### src/rtl/core/fcta_delay.sv
// Shift line that holds sideband words level with a datapath unit.
// Stand-alone; advances only on the shared pipeline enable.
module fcta_delay #(
  parameter int Width = 8,
  parameter int Depth = 4
) (
  input  logic             clk,
  input  logic             rst_n,
  input  logic             en,
  input  logic [Width-1:0] d_i,
  output logic [Width-1:0] q_o
);

  logic [Width-1:0] line_r [Depth];

  always_ff @(posedge clk) begin
    if (!rst_n) begin
      for (int i = 0; i < Depth; i++) begin
        line_r[i] <= '0;
      end
    end else if (en) begin
      line_r[0] <= d_i;
      for (int i = 1; i < Depth; i++) begin
        line_r[i] <= line_r[i-1];
      end
    end
  end

  assign q_o = line_r[Depth-1];

endmodule

### config.mk
export PLATFORM = sky130hd
export DESIGN_NAME = fcta_delay
export DESIGN_NICKNAME = d
export VERILOG_FILES = /design/src/rtl/core/fcta_delay.sv
export SDC_FILE = /design/constraint.sdc
export NUM_CORES = 1
export LEC_CHECK = 0
export ABC_AREA = 1
export BUFFER_PORTS_ARGS = -buffer_cell sky130_fd_sc_hd__buf_4
export CAP_MARGIN = 40
export CORE_ASPECT_RATIO = 1.75
export CORE_MARGIN = 2
export CORE_UTILIZATION = 30
export DETAILED_ROUTE_END_ITERATION = 16
export PLACE_DENSITY = 0.54
export SETUP_SLACK_MARGIN = 0.3
export SLEW_MARGIN = 15
export SYNTH_ARGS = -nofsm -noshare
export SYNTH_HDL_FRONTEND = slang
export SYNTH_SLANG_ARGS = --single-unit
### constraint.sdc
create_clock -name clk -period 1.7 [get_ports clk]
set_clock_uncertainty 0.15 [all_clocks]
set_input_delay 0 -clock clk [delete_from_list [all_inputs] [get_ports clk]]
set_output_delay 0 -clock clk [all_outputs]
set_load 0.005 [all_outputs]
==> metrics.md <==
| Metric | Value |
|---|---|
| Outcome | `finished clean` |
| Most common cell in the netlist | `inv_1` |
| Slowest CP cell | `edfxtp_1` |
| Crit start category | `flop` |
| Yosys reg bits | `32` |
| Initial Util | `30.7%` |
| Worst skew pair latency | `0.28 ns` |
| Area contributors post-synth | `edfxtp_1 72%, nor2_2 13%, inv_1 9.3%` |
| Global Route Usage Sum | `under 10%` |
| Core Util, Final | `between 30% and 40%` |
| Max Fanout on Critical Path | `1` |
| Fillers | `between 400 and 500` |
| DR iter-0 viols | `15` |
| CORE AREA | `4360 um2` |
| Syn. warnings | `0` |
| Relative slew slack | `about 74%` |
| Number of port buffers | `18` |
| H-tree levels | `2` |
| Crit-path cells | `buf_4` |
| Routed Antenna Nets | `0` |
| Leakage power | `between 0.0007 and 0.0008 uW` |
| CP arrival | `0.77 ns` |
| Synth cell count leaders | `33 x inv_1, 32 x edfxtp_1, 27 x nor2_2` |
| Final Max Slew Viols | `0` |
| GP Congestion | `about 0.60` |
| Post-synth cell types | `8` |
| Max FFs per register | `32` |
| Share of post-route cells with drive strength above 1 | `a little over two fifths` |
| Critical path class | `flop to output pin` |
| ANT cells | `0` |
| # nets final | `about 150` |
| Number of flops mapped to enable cells by yosys | `32` |
| Post-CTS setup buffer count | `0` |
| Worst hold margin | `between 0.1 and 0.15 ns` |
| Via-to-Cell Ratio | `around 3.9` |
| Post-layout minimum cycle time | `about 0.92 ns` |
| Drt wl/cell | `8.81 um` |
| Largest stage delay, worst path | `around 0.36 ns` |
| Initial antenna violation count | `0` |
| Horiz. Die Dim | `54.5 um` |
| Syn Inst Count | `between 100 and 150` |
| Final hold violation count | `0` |
| Vias | `732` |
| Final cell count without fillers | `between 150 and 200` |
| Dominant cell type by area after synthesis | `edfxtp_1` |
| Num rows | `32` |
| Worst setup EP type | `output pin` |
| CTS tree | `built` |
| Final setup viols | `0` |
| IR drop worst, VDD | `~0.00076 V` |
| Post-synth top flop | `edfxtp_1` |
| Area growth syn-to-layout | `28.3%` |
| Residual DRC | `0` |
| CTS root buf | `clkbuf_8` |
| CTS Sinks | `32` |
| Pwr/cell area | `1020 nW/um2` |
| Synthesized area per cell | `~13 um2` |
| Clk buf depth | `2` |
| Final period utilization | `54.3%` |
| Setup_tns | `0 ns` |
| Die height | `slightly above 90 um` |
| Die area | `between 5000 and 6000 um2` |
| Top delay family on crit path | `flip-flops` |
| Top-area cell type share of the netlist area | `71.8%` |
| Synth Cell Area | `1340 um2` |
| I/O Pins | `19` |
| Post-DP HPWL | `approximately 1000 um` |
| Worst-path clk slew | `approximately 0.06 ns` |
| Largest net degree at the start of global routing | `33` |
| Worst Max-Slew Pin Slew | `between 0.3 and 0.4 ns` |
| Grt ovf | `0` |
| First-pass DRT Iterations | `2` |
| Fmax | `around 1.1 GHz` |
| Syn Nets | `around 110` |
| DP Cell Count | `170` |
| Vias in the first global route | `706` |
| Buffers & Inverters on Critical Path | `1` |
| Largest registers | `line_r x32` |
| Worst Path Required | `approximately 1.6 ns` |
| First-pass GRT wire length | `2.71 mm` |
| Ys async rst share | `0%` |
| DRT Wirelength | `1.64 mm` |
| Worst min path class | `primary input to flop` |
| RSZ-0062 raised after global routing | `no` |
| Largest reg by FF count | `line_r` |
| CTS buffer count | `5` |
| Max-cap violations | `0` |
| Post-synthesis sequential area ratio | `roughly 72%` |
-- power by group --
part	switching (uW)	internal, uW
registers	12.2	923
logic	70.5	63.6
clock network	262	426
-- metrics by stage --
stage	cell area (um2)	power (uW)	setup WS (ns)
2_1_floorplan	1340	1030	0.445
3_5_place_dp	1530	1070	0.574
5_1_grt	1720	1830	0.722
4_1_cts	1720	1780	0.754
6_report	1720	1760	0.776
3_3_place_gp	1530	1070	0.594
-- tightest hold or removal path, stage by stage --
cell,delay (ns)
buf_4,0.09
nand2_2,0.20
nor2_2,0.13
-- timing repair --
action                                  CTS  global route
endpoints found under the setup margin    0             0
hold endpoints to repair                  8             0
gates resized for setup                   0             0
hold buffers                              8             0
-- cell families after synthesis --
kind of cell / after synthesis / synth area share [%]
and+or+nand+nor: 34 / 16.4
DFF: 32 / 71.8
buffers and inverters: 36 / 11.8
-- metal layers --
metal | wire [um] | GRT usage, % | share of wire, %
met1 | 562 | 6.71 | 34
met3 | 88 | 3.87 | 5.4
met2 | 948 | 13.2 | 58
met5 | 0 | 0 | 0
met4 | 40 | 4.38 | 2.4
-- cell type report --
| class | instances | area [um2] | share of cell area [%] |
|---|---|---|---|
| inverters | 33 | 124 | 7.21 |
| flip-flops and latches | 32 | 961 | 55.9 |
| clock buffers | 5 | 68.8 | 4.01 |
| multi-input cells | 34 | 220 | 12.8 |
| clock inverters | 3 | 37.5 | 2.18 |
| repair buffers | 28 | 243 | 14.1 |
| well taps | 51 | 63.8 | 3.71 |
-- final timing paths --
check / cells after the start / slack [ns] / startpoint / endpoint
worst min register to register: 2 / 0.40 / line_r[1][5]$_SDFFCE_PN0P_ / line_r[2][5]$_SDFFCE_PN0P_
worst max register to register: 2 / 0.79 / line_r[2][4]$_SDFFCE_PN0P_ / line_r[3][4]$_SDFFCE_PN0P_
worst min-delay path: 3 / 0.11 / en / line_r[3][1]$_SDFFCE_PN0P_
worst max-delay path: 1 / 0.78 / line_r[3][3]$_SDFFCE_PN0P_ / q_o[3]
-- cell usage in the layout, fill, tap and decap left out --
master and instances:
buf_4 19, dlygate4sd3_1 8, inv_1 33, clkinv_1 2, edfxtp_1 32, nor2_1 2
nand2_1 1, nand2_2 1, buf_12 1, nor2_4 3, nor2_2 27, bufinv_16 1
clkbuf_8 5
No activity file was read; power rests on OpenSTA's default activity.
