## src/rtl/core/fcta_pkg.sv

```systemverilog
// Shared types, widths and constants for the forward collision TTC alert.
// No dependencies; every other file but fcta_delay takes names from here by scope.
package fcta_pkg;

  localparam int NREG         = 8;
  localparam int CFG_W        = 16;
  localparam int DIFF_W       = 17;   // position difference once range test has passed
  localparam int D2_W         = 33;   // squared distance carried to the square root
  localparam int ROOT_W       = 17;
  localparam int VEC_W        = 41;   // vectoring datapath, north/east scaled by 2^20
  localparam int COS_W        = 34;   // rotation datapath, Q30
  localparam int CORDIC_STEPS = 30;
  localparam int SQRT_STEPS   = 17;
  localparam int DIV_STEPS    = 17;   // overflow test plus sixteen quotient bits
  localparam int NUM_W        = 27;   // distance * 1000
  localparam int DEN_W        = 49;   // approach speed, Q30 cm/s
  localparam int APP_W        = 51;

  localparam logic signed [COS_W-1:0] CORDIC_GAIN = COS_W'(652032874);
  localparam logic signed [APP_W-1:0] APP_MIN     = APP_W'(64'd50 << 30);
  localparam logic [13:0]             STILL_SPEED = 14'd100;
  localparam logic [50:0]             MIN_D2      = 51'd2500;

  typedef enum logic [2:0] {
    REG_CONE_FAR,
    REG_CONE_NEAR,
    REG_NEAR_RANGE,
    REG_HEADING,
    REG_BRAKE,
    REG_TTC_CRIT,
    REG_TTC_WARN,
    REG_TTC_INFO
  } reg_idx_t;

  typedef enum logic [1:0] {
    KIND_NONE,
    KIND_BRAKE,
    KIND_TTC
  } kind_t;

  typedef enum logic [1:0] {
    LVL_NONE,
    LVL_INFO,
    LVL_WARN,
    LVL_CRIT
  } level_t;

  // Control and pass-through fields that travel alongside the datapath.
  typedef struct packed {
    logic               vld;
    logic               rej;
    logic               brake;
    kind_t              kind;
    logic [15:0]        oh;
    logic [15:0]        ph;
    logic [13:0]        os;
    logic [13:0]        ps;
    logic [ROOT_W-1:0]  d;
    logic [31:0]        ident;
  } side_t;

  // Magnitude of a binary angle difference, folded into 0..32768.
  function automatic logic [16:0] angle_mag16(input logic [15:0] a);
    logic [16:0] res;
    if (a <= 16'h8000) begin
      res = {1'b0, a};
    end else begin
      res = 17'h10000 - {1'b0, a};
    end
    return res;
  endfunction

  // Arctangent of 2^-i, 2^32 per turn.
  function automatic logic [31:0] atan_at(input logic [4:0] i);
    logic [31:0] v;
    case (i)
      5'd0:  v = 32'h20000000;
      5'd1:  v = 32'h12E4051E;
      5'd2:  v = 32'h09FB385B;
      5'd3:  v = 32'h051111D4;
      5'd4:  v = 32'h028B0D43;
      5'd5:  v = 32'h0145D7E1;
      5'd6:  v = 32'h00A2F61E;
      5'd7:  v = 32'h00517C55;
      5'd8:  v = 32'h0028BE53;
      5'd9:  v = 32'h00145F2F;
      5'd10: v = 32'h000A2F98;
      5'd11: v = 32'h000517CC;
      5'd12: v = 32'h00028BE6;
      5'd13: v = 32'h000145F3;
      5'd14: v = 32'h0000A2FA;
      5'd15: v = 32'h0000517D;
      5'd16: v = 32'h000028BE;
      5'd17: v = 32'h0000145F;
      5'd18: v = 32'h00000A30;
      5'd19: v = 32'h00000518;
      5'd20: v = 32'h0000028C;
      5'd21: v = 32'h00000146;
      5'd22: v = 32'h000000A3;
      5'd23: v = 32'h00000051;
      5'd24: v = 32'h00000029;
      5'd25: v = 32'h00000014;
      5'd26: v = 32'h0000000A;
      5'd27: v = 32'h00000005;
      5'd28: v = 32'h00000003;
      5'd29: v = 32'h00000001;
      default: v = 32'h0;
    endcase
    return v;
  endfunction

endpackage

```

## src/rtl/core/fcta_isqrt.sv

```systemverilog
// Pipelined integer square root, one result bit per stage.
// Uses fcta_pkg widths.
module fcta_isqrt (
  input  logic                         clk,
  input  logic                         en,
  input  logic [fcta_pkg::D2_W-1:0]    sq_i,
  output logic [fcta_pkg::ROOT_W-1:0]  root_o
);

  localparam int N = fcta_pkg::SQRT_STEPS;
  localparam int W = fcta_pkg::D2_W + 1;

  logic [W-1:0] v_r [N];
  logic [W-1:0] r_r [N];
  logic [W-1:0] v_in [N];
  logic [W-1:0] r_in [N];
  logic [W-1:0] v_nxt [N];
  logic [W-1:0] r_nxt [N];

  always_comb begin
    logic [W-1:0] bitv;
    logic [W-1:0] trial;
    v_in[0] = W'(sq_i);
    r_in[0] = '0;
    for (int k = 1; k < N; k++) begin
      v_in[k] = v_r[k-1];
      r_in[k] = r_r[k-1];
    end
    for (int k = 0; k < N; k++) begin
      bitv  = W'(1) << (2 * (N - 1 - k));
      trial = r_in[k] + bitv;
      if (v_in[k] >= trial) begin
        v_nxt[k] = v_in[k] - trial;
        r_nxt[k] = (r_in[k] >> 1) + bitv;
      end else begin
        v_nxt[k] = v_in[k];
        r_nxt[k] = r_in[k] >> 1;
      end
    end
  end

  always_ff @(posedge clk) begin
    if (en) begin
      v_r <= v_nxt;
      r_r <= r_nxt;
    end
  end

  assign root_o = r_r[N-1][fcta_pkg::ROOT_W-1:0];

endmodule

```

## config.mk

```make
export PLATFORM = sky130hd
export DESIGN_NAME = fcta_isqrt
export DESIGN_NICKNAME = d
export VERILOG_FILES = /design/src/rtl/core/fcta_pkg.sv /design/src/rtl/core/fcta_isqrt.sv
export SDC_FILE = /design/constraint.sdc
export NUM_CORES = 1
export LEC_CHECK = 0
export BUFFER_PORTS_ARGS = -buffer_cell sky130_fd_sc_hd__buf_4
export CELL_PAD_IN_SITES_DETAIL_PLACEMENT = 1
export CELL_PAD_IN_SITES_GLOBAL_PLACEMENT = 2
export CORE_MARGIN = 3
export CORE_UTILIZATION = 49
export CTS_CLUSTER_SIZE = 20
export DETAILED_ROUTE_END_ITERATION = 16
export PLACE_DENSITY = 0.95
export RECOVER_POWER = 50
export SLEW_MARGIN = 20
export SYNTH_ARGS = -nofsm -noshare
export SYNTH_HDL_FRONTEND = slang
export SYNTH_SLANG_ARGS = --single-unit
export TNS_END_PERCENT = 50
```

## constraint.sdc

```tcl
create_clock -name clk -period 7.2 [get_ports clk]
set_input_delay 0.36 -clock clk [delete_from_list [all_inputs] [get_ports clk]]
set_output_delay 0.36 -clock clk [all_outputs]
set_load 0.02 [all_outputs]
```

==> metrics.md <==
| Metric | Value |
|---|---|
| Status | finished, violations left |
| Violated checks | capacitance limit, slew limit |
| Vias in the first global route | 23240 |
| Skew-Pair Late Insertion Delay | about 0.64 ns |
| CTS root buf | clkbuf_16 |
| Antenna diodes | 0 |
| CP Capture Type | flip-flop |
| Worst R2R Path Depth | 9 |
| Post-synth ARST share | 0% |
| Num rows | 94 |
| Post-CTS Repair Setup Buffers | 0 |
| I/O Buffers | a little over 50 |
| Primary FF master, synth | edfxtp_1 |
| Chip Width | between 200 and 300 um |
| Initial antenna violation count | 0 |
| Synthesis Warnings | 0 |
| Post-CTS sizing | 0 |
| Largest net degree at the start of global routing | 205 |
| Clock Skew | 0.03746 ns |
| Max-slew headroom | -261.5% |
| Crit path DAT | roughly 5.4 ns |
| Final nets | 2872 |
| Total Power | 11.42 mW |
| CP required | about 7.5 ns |
| DRT antenna net count | 0 |
| Final HPWL from detailed placement | 58350 um |
| Fmax achieved | roughly 200 MHz |
| CTS tree | built |
| Actual slew at the worst max-slew pin | 5.423 ns |
| DRC | 0 |
| Mapped Cells | 2530 |
| Critical Path Start Type | input port |
| 1st-pass router iterations | 5 |
| Clk buf depth | 3 |
| First-pass GRT wire length | 135700 um |
| Fin crit period | 5.081 ns |
| Most common cell after layout, fill and taps aside | edfxtp_1 |
| Hold Crit Depth | 1 |
| Most frequent cells in the layout | edfxtp_1, inv_1, ha_1 |
| Drt first-iter violations | between 1500 and 2000 |
| Initial core utilization | about half |
| Placer Congestion | 0.8638 |
| Power per cell area | about 310 mW/mm2 |
| Post-synth cell types | between 70 and 80 |
| Critical path type | in2reg |
| Via-to-Cell Ratio | 5.926 |
| Post-synth EDFFs | 697 |
| Leak Pwr | between 10 and 15 nW |
| Peak VDD IR | 0.3271 mV |
| Share of layout cells above drive strength 1 | 7.616% |
| Synthesis-stage register bit count | 697 |
| RSZ-0062 raised after global routing | false |
| H-tree depth | 3 |
| Final Max Tran Viols | 265 |
| Core area | 0.06598 mm2 |
| Die height | 264.6 um |
| Final setup viols | 0 |
| Syn-to-layout area delta | 12.81% |
| Hold Crit Class | in2reg |
| Final setup TNS | 0 ns |
| Die area | approximately 0.070 mm2 |
| CTS buffer count | 75 |
| Post-Synthesis Cell Area | 0.03278 mm2 |
| Total track usage | ~25% |
| Via count | 21300 |
| Final hold violations | 0 |
| Overflow after GRT | 0 |
| CTS sink cnt | 697 |
| Wire per inst | 24.55 um |
| Syn avg cell area | 12.95 um2 |
| Sequential element share of the synthesized area | 63.86% |
| Post-Route WL | 88240 um |
| Max-Cap Viols | 4 |
| I/O Pins | between 50 and 60 |
| Crit Path Max Fanout | roughly 120 |
| Period Utilization, post-route | just over 70% |
| Clock slew at reported path FFs | 0.06 ns |
through the flow:
step	worst slack, ns	cells	util (%)	instance area [um2]	hold slack [ns]
2_1_floorplan	4.242	2531	-	32780	0.4166
3_5_place_dp	2.955	3423	51.91	34250	0.4357
6_report	2.119	3595	56.04	36970	0.2672
5_1_grt	1.591	3595	56.04	36970	0.3441
4_1_cts	2.967	3593	56.10	37020	0.3460
3_3_place_gp	3.177	3423	51.91	34250	0.4297
worst max-delay path, cell delays in order:
cell	delay (ns)
buf_8	0.52
clkbuf_1	3.83
buf_16	0.32
power by group:
part	total, mW	internal, mW	switching, mW	leakage (nW)
clock	3.93	2.20	1.72	1.19
sequential	5.55	5.12	0.429	6.68
combinational	1.95	0.790	1.16	6.01
flip-flops by register name, indices dropped and copies added (netlist names):
register	count
root_o	17
r_in	136
v_in	544
cell families after synthesis:
kind of cell,Yosys count,synth area share [%]
compound gates,453,8.536
xor+xnor,222,5.932
fa+ha+maj,166,6.337
buf+inv,234,2.718
flops,697,63.86
mux,30,1.012
other cells,1,0.01144
simple gates,727,11.59
final cells by class:
cell class | instances | area (um2)
fill | 6443 | 29010
sequential | 697 | 20930
multi-input combinational | 1600 | 10990
clock buffer | 93 | 1987
tap | 864 | 1081
timing repair buffer | 99 | 790.8
inverter | 198 | 743.2
clock inverter | 44 | 451.7
per-layer routing:
metal,GRT usage [%],part of all wire (%)
met1,27.13,37
met2,48.02,55
met3,3.072,3.3
met4,12.72,5.2
met5,0,0
final timing paths:
check	startpoint	slack, ns	to
setup / recovery	en	2.12	v_in[415]$_DFFE_PP_
hold / removal	en	0.27	v_in[327]$_DFFE_PP_
setup reg to reg	v_in[56]$_DFFE_PP_	3.17	v_in[27]$_DFFE_PP_
hold reg to reg	r_in[156]$_DFFE_PP_	0.45	r_in[121]$_DFFE_PP_
what timing repair did:
action	4_1_cts	5_1_grt
setup endpoints to repair	0	0
hold buffers	33	0
endpoints found under the hold margin	33	0
cell usage after synthesis (all sizes together) (38+ instances only):
cell | n | area (um2)
nor2 | 160 | 600.6
nor4 | 79 | 506.7
nand2 | 157 | 589.3
o21a | 38 | 285.3
a21oi | 148 | 740.7
inv | 198 | 743.2
xor2 | 112 | 980.9
o21ai | 130 | 650.6
edfxtp | 697 | 20930
xnor2 | 110 | 963.4
ha | 166 | 2077
nor3 | 75 | 380.4
(Power assumes the default switching activity.)
