===== config.mk =====
export PLATFORM = sky130hd
export DESIGN_NAME = fcta_div
export DESIGN_NICKNAME = d
export VERILOG_FILES = /design/src/rtl/core/fcta_pkg.sv /design/src/rtl/core/fcta_div.sv
export SDC_FILE = /design/constraint.sdc
export NUM_CORES = 2
export LEC_CHECK = 0
export BUFFER_PORTS_ARGS = -buffer_cell sky130_fd_sc_hd__buf_2
export CORE_MARGIN = 8
export CORE_UTILIZATION = 23
export DETAILED_ROUTE_END_ITERATION = 16
export HOLD_SLACK_MARGIN = 0.15
export PLACE_DENSITY = 0.46
export SLEW_MARGIN = 20
export SYNTH_ARGS = -nofsm -noshare
export SYNTH_HDL_FRONTEND = slang
export SYNTH_SLANG_ARGS = --single-unit

===== constraint.sdc =====
create_clock -name clk -period 8.3 [get_ports clk]
set_input_delay 1.66 -clock clk [delete_from_list [all_inputs] [get_ports clk]]
set_output_delay 1.66 -clock clk [all_outputs]
set_load 0.05 [all_outputs]

===== src/rtl/core/fcta_pkg.sv =====
// Shared types, widths and constants for the forward collision TTC alert.
// No dependencies; every other file but fcta_delay takes names from here by scope.
package fcta_pkg;

  localparam int NREG         = 8;
  localparam int CFG_W        = 16;
  localparam int DIFF_W       = 17;   // position difference once range test has passed
  localparam int D2_W         = 33;   // squared distance carried to the square root
  localparam int ROOT_W       = 17;
  localparam int VEC_W        = 41;   // vectoring datapath, north/east scaled by 2^20
  localparam int COS_W        = 34;   // rotation datapath, Q30
  localparam int CORDIC_STEPS = 30;
  localparam int SQRT_STEPS   = 17;
  localparam int DIV_STEPS    = 17;   // overflow test plus sixteen quotient bits
  localparam int NUM_W        = 27;   // distance * 1000
  localparam int DEN_W        = 49;   // approach speed, Q30 cm/s
  localparam int APP_W        = 51;

  localparam logic signed [COS_W-1:0] CORDIC_GAIN = COS_W'(652032874);
  localparam logic signed [APP_W-1:0] APP_MIN     = APP_W'(64'd50 << 30);
  localparam logic [13:0]             STILL_SPEED = 14'd100;
  localparam logic [50:0]             MIN_D2      = 51'd2500;

  typedef enum logic [2:0] {
    REG_CONE_FAR,
    REG_CONE_NEAR,
    REG_NEAR_RANGE,
    REG_HEADING,
    REG_BRAKE,
    REG_TTC_CRIT,
    REG_TTC_WARN,
    REG_TTC_INFO
  } reg_idx_t;

  typedef enum logic [1:0] {
    KIND_NONE,
    KIND_BRAKE,
    KIND_TTC
  } kind_t;

  typedef enum logic [1:0] {
    LVL_NONE,
    LVL_INFO,
    LVL_WARN,
    LVL_CRIT
  } level_t;

  // Control and pass-through fields that travel alongside the datapath.
  typedef struct packed {
    logic               vld;
    logic               rej;
    logic               brake;
    kind_t              kind;
    logic [15:0]        oh;
    logic [15:0]        ph;
    logic [13:0]        os;
    logic [13:0]        ps;
    logic [ROOT_W-1:0]  d;
    logic [31:0]        ident;
  } side_t;

  // Magnitude of a binary angle difference, folded into 0..32768.
  function automatic logic [16:0] angle_mag16(input logic [15:0] a);
    logic [16:0] res;
    if (a <= 16'h8000) begin
      res = {1'b0, a};
    end else begin
      res = 17'h10000 - {1'b0, a};
    end
    return res;
  endfunction

  // Arctangent of 2^-i, 2^32 per turn.
  function automatic logic [31:0] atan_at(input logic [4:0] i);
    logic [31:0] v;
    case (i)
      5'd0:  v = 32'h20000000;
      5'd1:  v = 32'h12E4051E;
      5'd2:  v = 32'h09FB385B;
      5'd3:  v = 32'h051111D4;
      5'd4:  v = 32'h028B0D43;
      5'd5:  v = 32'h0145D7E1;
      5'd6:  v = 32'h00A2F61E;
      5'd7:  v = 32'h00517C55;
      5'd8:  v = 32'h0028BE53;
      5'd9:  v = 32'h00145F2F;
      5'd10: v = 32'h000A2F98;
      5'd11: v = 32'h000517CC;
      5'd12: v = 32'h00028BE6;
      5'd13: v = 32'h000145F3;
      5'd14: v = 32'h0000A2FA;
      5'd15: v = 32'h0000517D;
      5'd16: v = 32'h000028BE;
      5'd17: v = 32'h0000145F;
      5'd18: v = 32'h00000A30;
      5'd19: v = 32'h00000518;
      5'd20: v = 32'h0000028C;
      5'd21: v = 32'h00000146;
      5'd22: v = 32'h000000A3;
      5'd23: v = 32'h00000051;
      5'd24: v = 32'h00000029;
      5'd25: v = 32'h00000014;
      5'd26: v = 32'h0000000A;
      5'd27: v = 32'h00000005;
      5'd28: v = 32'h00000003;
      5'd29: v = 32'h00000001;
      default: v = 32'h0;
    endcase
    return v;
  endfunction

endpackage


===== src/rtl/core/fcta_div.sv =====
// Pipelined restoring divider for TTC: floor(num * 2^30 / den), saturated to 16 bits.
// Uses fcta_pkg widths.
module fcta_div (
  input  logic                        clk,
  input  logic                        en,
  input  logic [fcta_pkg::NUM_W-1:0]  num_i,
  input  logic [fcta_pkg::DEN_W-1:0]  den_i,
  output logic [15:0]                 ttc_o
);

  localparam int N  = fcta_pkg::DIV_STEPS;
  localparam int RW = fcta_pkg::NUM_W + 30;
  localparam int DW = fcta_pkg::DEN_W;
  localparam int CW = DW + 16;

  logic [RW-1:0] rem_r [N];
  logic [DW-1:0] den_r [N];
  logic [15:0]   q_r   [N];
  logic          ovf_r [N];
  logic [RW-1:0] rem_nxt [N];
  logic [DW-1:0] den_nxt [N];
  logic [15:0]   q_nxt   [N];
  logic          ovf_nxt [N];

  always_comb begin
    logic [CW-1:0] sub;
    rem_nxt[0] = {num_i, 30'b0};
    den_nxt[0] = den_i;
    q_nxt[0]   = '0;
    // quotient of 2^16 or more saturates
    ovf_nxt[0] = {{(CW-RW){1'b0}}, rem_nxt[0]} >= {den_i, 16'b0};
    for (int k = 1; k < N; k++) begin
      sub        = {16'b0, den_r[k-1]} << (N - 1 - k);
      den_nxt[k] = den_r[k-1];
      ovf_nxt[k] = ovf_r[k-1];
      if ({{(CW-RW){1'b0}}, rem_r[k-1]} >= sub) begin
        rem_nxt[k] = rem_r[k-1] - RW'(sub);
        q_nxt[k]   = q_r[k-1] | (16'd1 << (N - 1 - k));
      end else begin
        rem_nxt[k] = rem_r[k-1];
        q_nxt[k]   = q_r[k-1];
      end
    end
  end

  always_ff @(posedge clk) begin
    if (en) begin
      rem_r <= rem_nxt;
      den_r <= den_nxt;
      q_r   <= q_nxt;
      ovf_r <= ovf_nxt;
    end
  end

  assign ttc_o = ovf_r[N-1] ? 16'hFFFF : q_r[N-1];

endmodule


==> metrics.txt <==
most frequent CP cell a21oi_1; flop2flop setup slack 3.31 ns; synthesized area 102000 sq um; Hold Path Class register to register; drt total wl 251000 um; R2R depth 13; fin area 115000 sq um; Cell Rows 244; root buf cell clkbuf_16; Clk Latency, worst-skew pair 0.86 ns; vias 68900; Iteration-0 DRC Markers 3719; Die X 682 um; pin count of the biggest net entering global routing 180; Synth Net Count 10600; most common cell after layout, fill and taps aside edfxtp_1; # Post-CTS Setup Buffers 0; Mapped Cells 9736; worst-margin pin slew 1.10 ns; clock share of power 25.2%; first-pass GRT wire length 391000 um; clock transition at the registers of the reported paths 0.06 ns; Post-synth ARST share 0%; syn avg cell area 10.5 sq um; GP Congestion 0.863; post-route clock skew 0.0472 ns; EDFF count, synth 1699; Final Max Slew Viols 0; H-tree Lvls 4; Crit path largest cell delay 0.69 ns; CTS tree done; Synth cell types 108; Flop pwr share 38.2%; Synth area leader edfxtp_1; Hold Crit Depth 0; gr ovfl total 0; Nets 10600; Clock Path Buffers 4; sw frac 35.1%; fmax 200 MHz; Resized Gates After CTS 0; Pwr Density 281 nW/um^2; Yosys top cell area share 50.0%; number of global-route vias before repair 70400; ranking of synthesized cells by area edfxtp_1 50%, ha_1 9.4%, a21oi_1 4.7%, a21o_1 3.6%, inv_1 3.5%; Crit Path Class register to register; DR WL/cell 15.9 um; RSZ-0062 raised after global routing false; minimum clock period 4.99 ns; synthesized flop and latch total 1699; critical path, cell by cell inv_1 > fa_1 > nand2b_1 > a21oi_1 > nor2_1 > o21ai_1 > a31o_2 > a21oi_1 > o21ai_1 > a21oi_1 > o311ai_4 > buf_4 > mux2_2; Leak Pwr 0.0462 uW; share of layout cells above drive strength 1 6.72%; CORE AREA 442000 sq um; Synth Flop Type edfxtp_1; CP max FO 73; crit share post-route 60.2%; Starting Density 23.1%; Synth-to-Final Area Change 12.7%; initial antenna violation count 5; setup tns final 0 ns; Avg Vias per Cell 4.37; CP max stage cell buf_4; max_cap viols 0; status finished clean; DRC viols 0; die height 682 um; VDD IR max 0.164 mV; Slew HR 25.8%; overall power 32400 uW; clock sink count 1699; Final Hold Fails 0; CTS Hold Buffers Added 0; placed cell area 109000 sq um; cts bufs inserted 195; Die Footprint 465000 sq um; kind of end point of the critical path register; I/O pins 94; PortBufs 93; commonest non-fill, non-tap cells in the layout 1699 x edfxtp_1, 967 x a21oi_1, 953 x inv_1; WP data arrival 5.59 ns; combinational fraction of design power 36.6%; crit path launch type register; Detail Route Antenna Nets 0; sw power 11400 uW; DRT Pass-1 Iters 7; sequential area share after synthesis 50.0%; Synth Warn # 0; CP Data Required Time 8.90 ns; setup violators final 0; gr usage total 10.3%; Internal Pwr Total 21000 uW; detailed placement HPWL 194000 um
metrics by stage:
step	util, %	hold slack, ns	instances	worst slack, ns
after floorplan	-	0.400	9736	4.53
after global placement	24.7	0.401	15400	3.43
after detailed placement	24.7	0.405	15400	3.38
after CTS	26.0	0.409	15800	3.34
after global routing	26.1	0.418	15800	3.02
final	26.1	0.402	15800	3.31
final timing paths:
path                            startpoint    endpoint
worst min-delay path              q_r[110]     q_r[94]
worst min register to register    q_r[110]     q_r[94]
worst max-delay path            rem_r[464]  rem_r[417]
worst max register to register  rem_r[464]  rem_r[417]
critical path, delay by kind of cell, from the launching register on:
kind | cells | cell delay [ns]
AOI/OAI and AO/OA | 7 | 2.35
adders and majority gates | 1 | 0.45
buffers and inverters | 2 | 0.77
DFF | 1 | 0.39
muxes | 1 | 0.42
and+or+nand+nor | 2 | 0.28
synthesized netlist by cell type (15+ instances only):
cell type  count
a21o_1       485
mux2_2       162
o21a_1        77
inv_1        953
a211oi_1      47
nand3_1      133
and3_1        79
nor4_1        49
nor2b_1       97
o31ai_1       45
o21ai_1       23
mux2_1        19
a31oi_1       90
a41oi_1       18
or2_2         33
clkbuf_1     285
a21oi_1      968
xnor2_1      387
o21bai_1     129
or3_1         25
a221o_1       18
a211o_1       15
a21boi_0      28
o21ai_0      651
and4_1        27
a221oi_1      21
nand4_1      187
o211ai_1      36
buf_2         40
xor2_1       269
nor3_1        97
edfxtp_1    1699
nand2_1      755
ha_1         768
a31o_2        19
nor2_1       585
and2_1        42
nand2b_1      88
o31a_1        23
flip-flops by register name, summed over array words and instances, names as in the netlist:
signal and count:
den_nxt 784, ovf_nxt 16, ovf_r 1, q_r 136
rem_r 762
layout make-up:
class	count	area (sq um)
Antenna cell	2	5.00
Clock buffer	246	5200
Sequential cell	1699	51000
Multi-Input combinational cell	6734	46200
Tap cell	5904	7390
Clock inverter	90	629
Inverter	956	3590
Fill cell	46700	327000
Timing Repair Buffer	148	1040
power by group through the flow:
stage / logic, uW / clock network [uW] / registers (uW)
after global placement: 11800 / 0 / 12600
final: 11800 / 8170 / 12400
after detailed placement: 11800 / 0 / 12500
after floorplan: 8930 / 0 / 12100
after global routing: 13200 / 8800 / 12500
after CTS: 11900 / 8510 / 12400
logic make-up after synthesis:
kind of cell	synth area share (%)
AOI/OAI and AO/OA	17.3
xor gates and xnor gates	5.63
adders and majority gates	9.69
buffers and inverters	4.90
DFF	50.0
muxes	2.07
and+or+nand+nor	10.5
metal layers:
layer  track usage (%)  share of wire (%)
met1              12.9                 46
met2              17.9                 46
met3              1.33                3.0
met4              4.50                4.9
met5                 0                  0
Power figures use the tool's default switching activity.
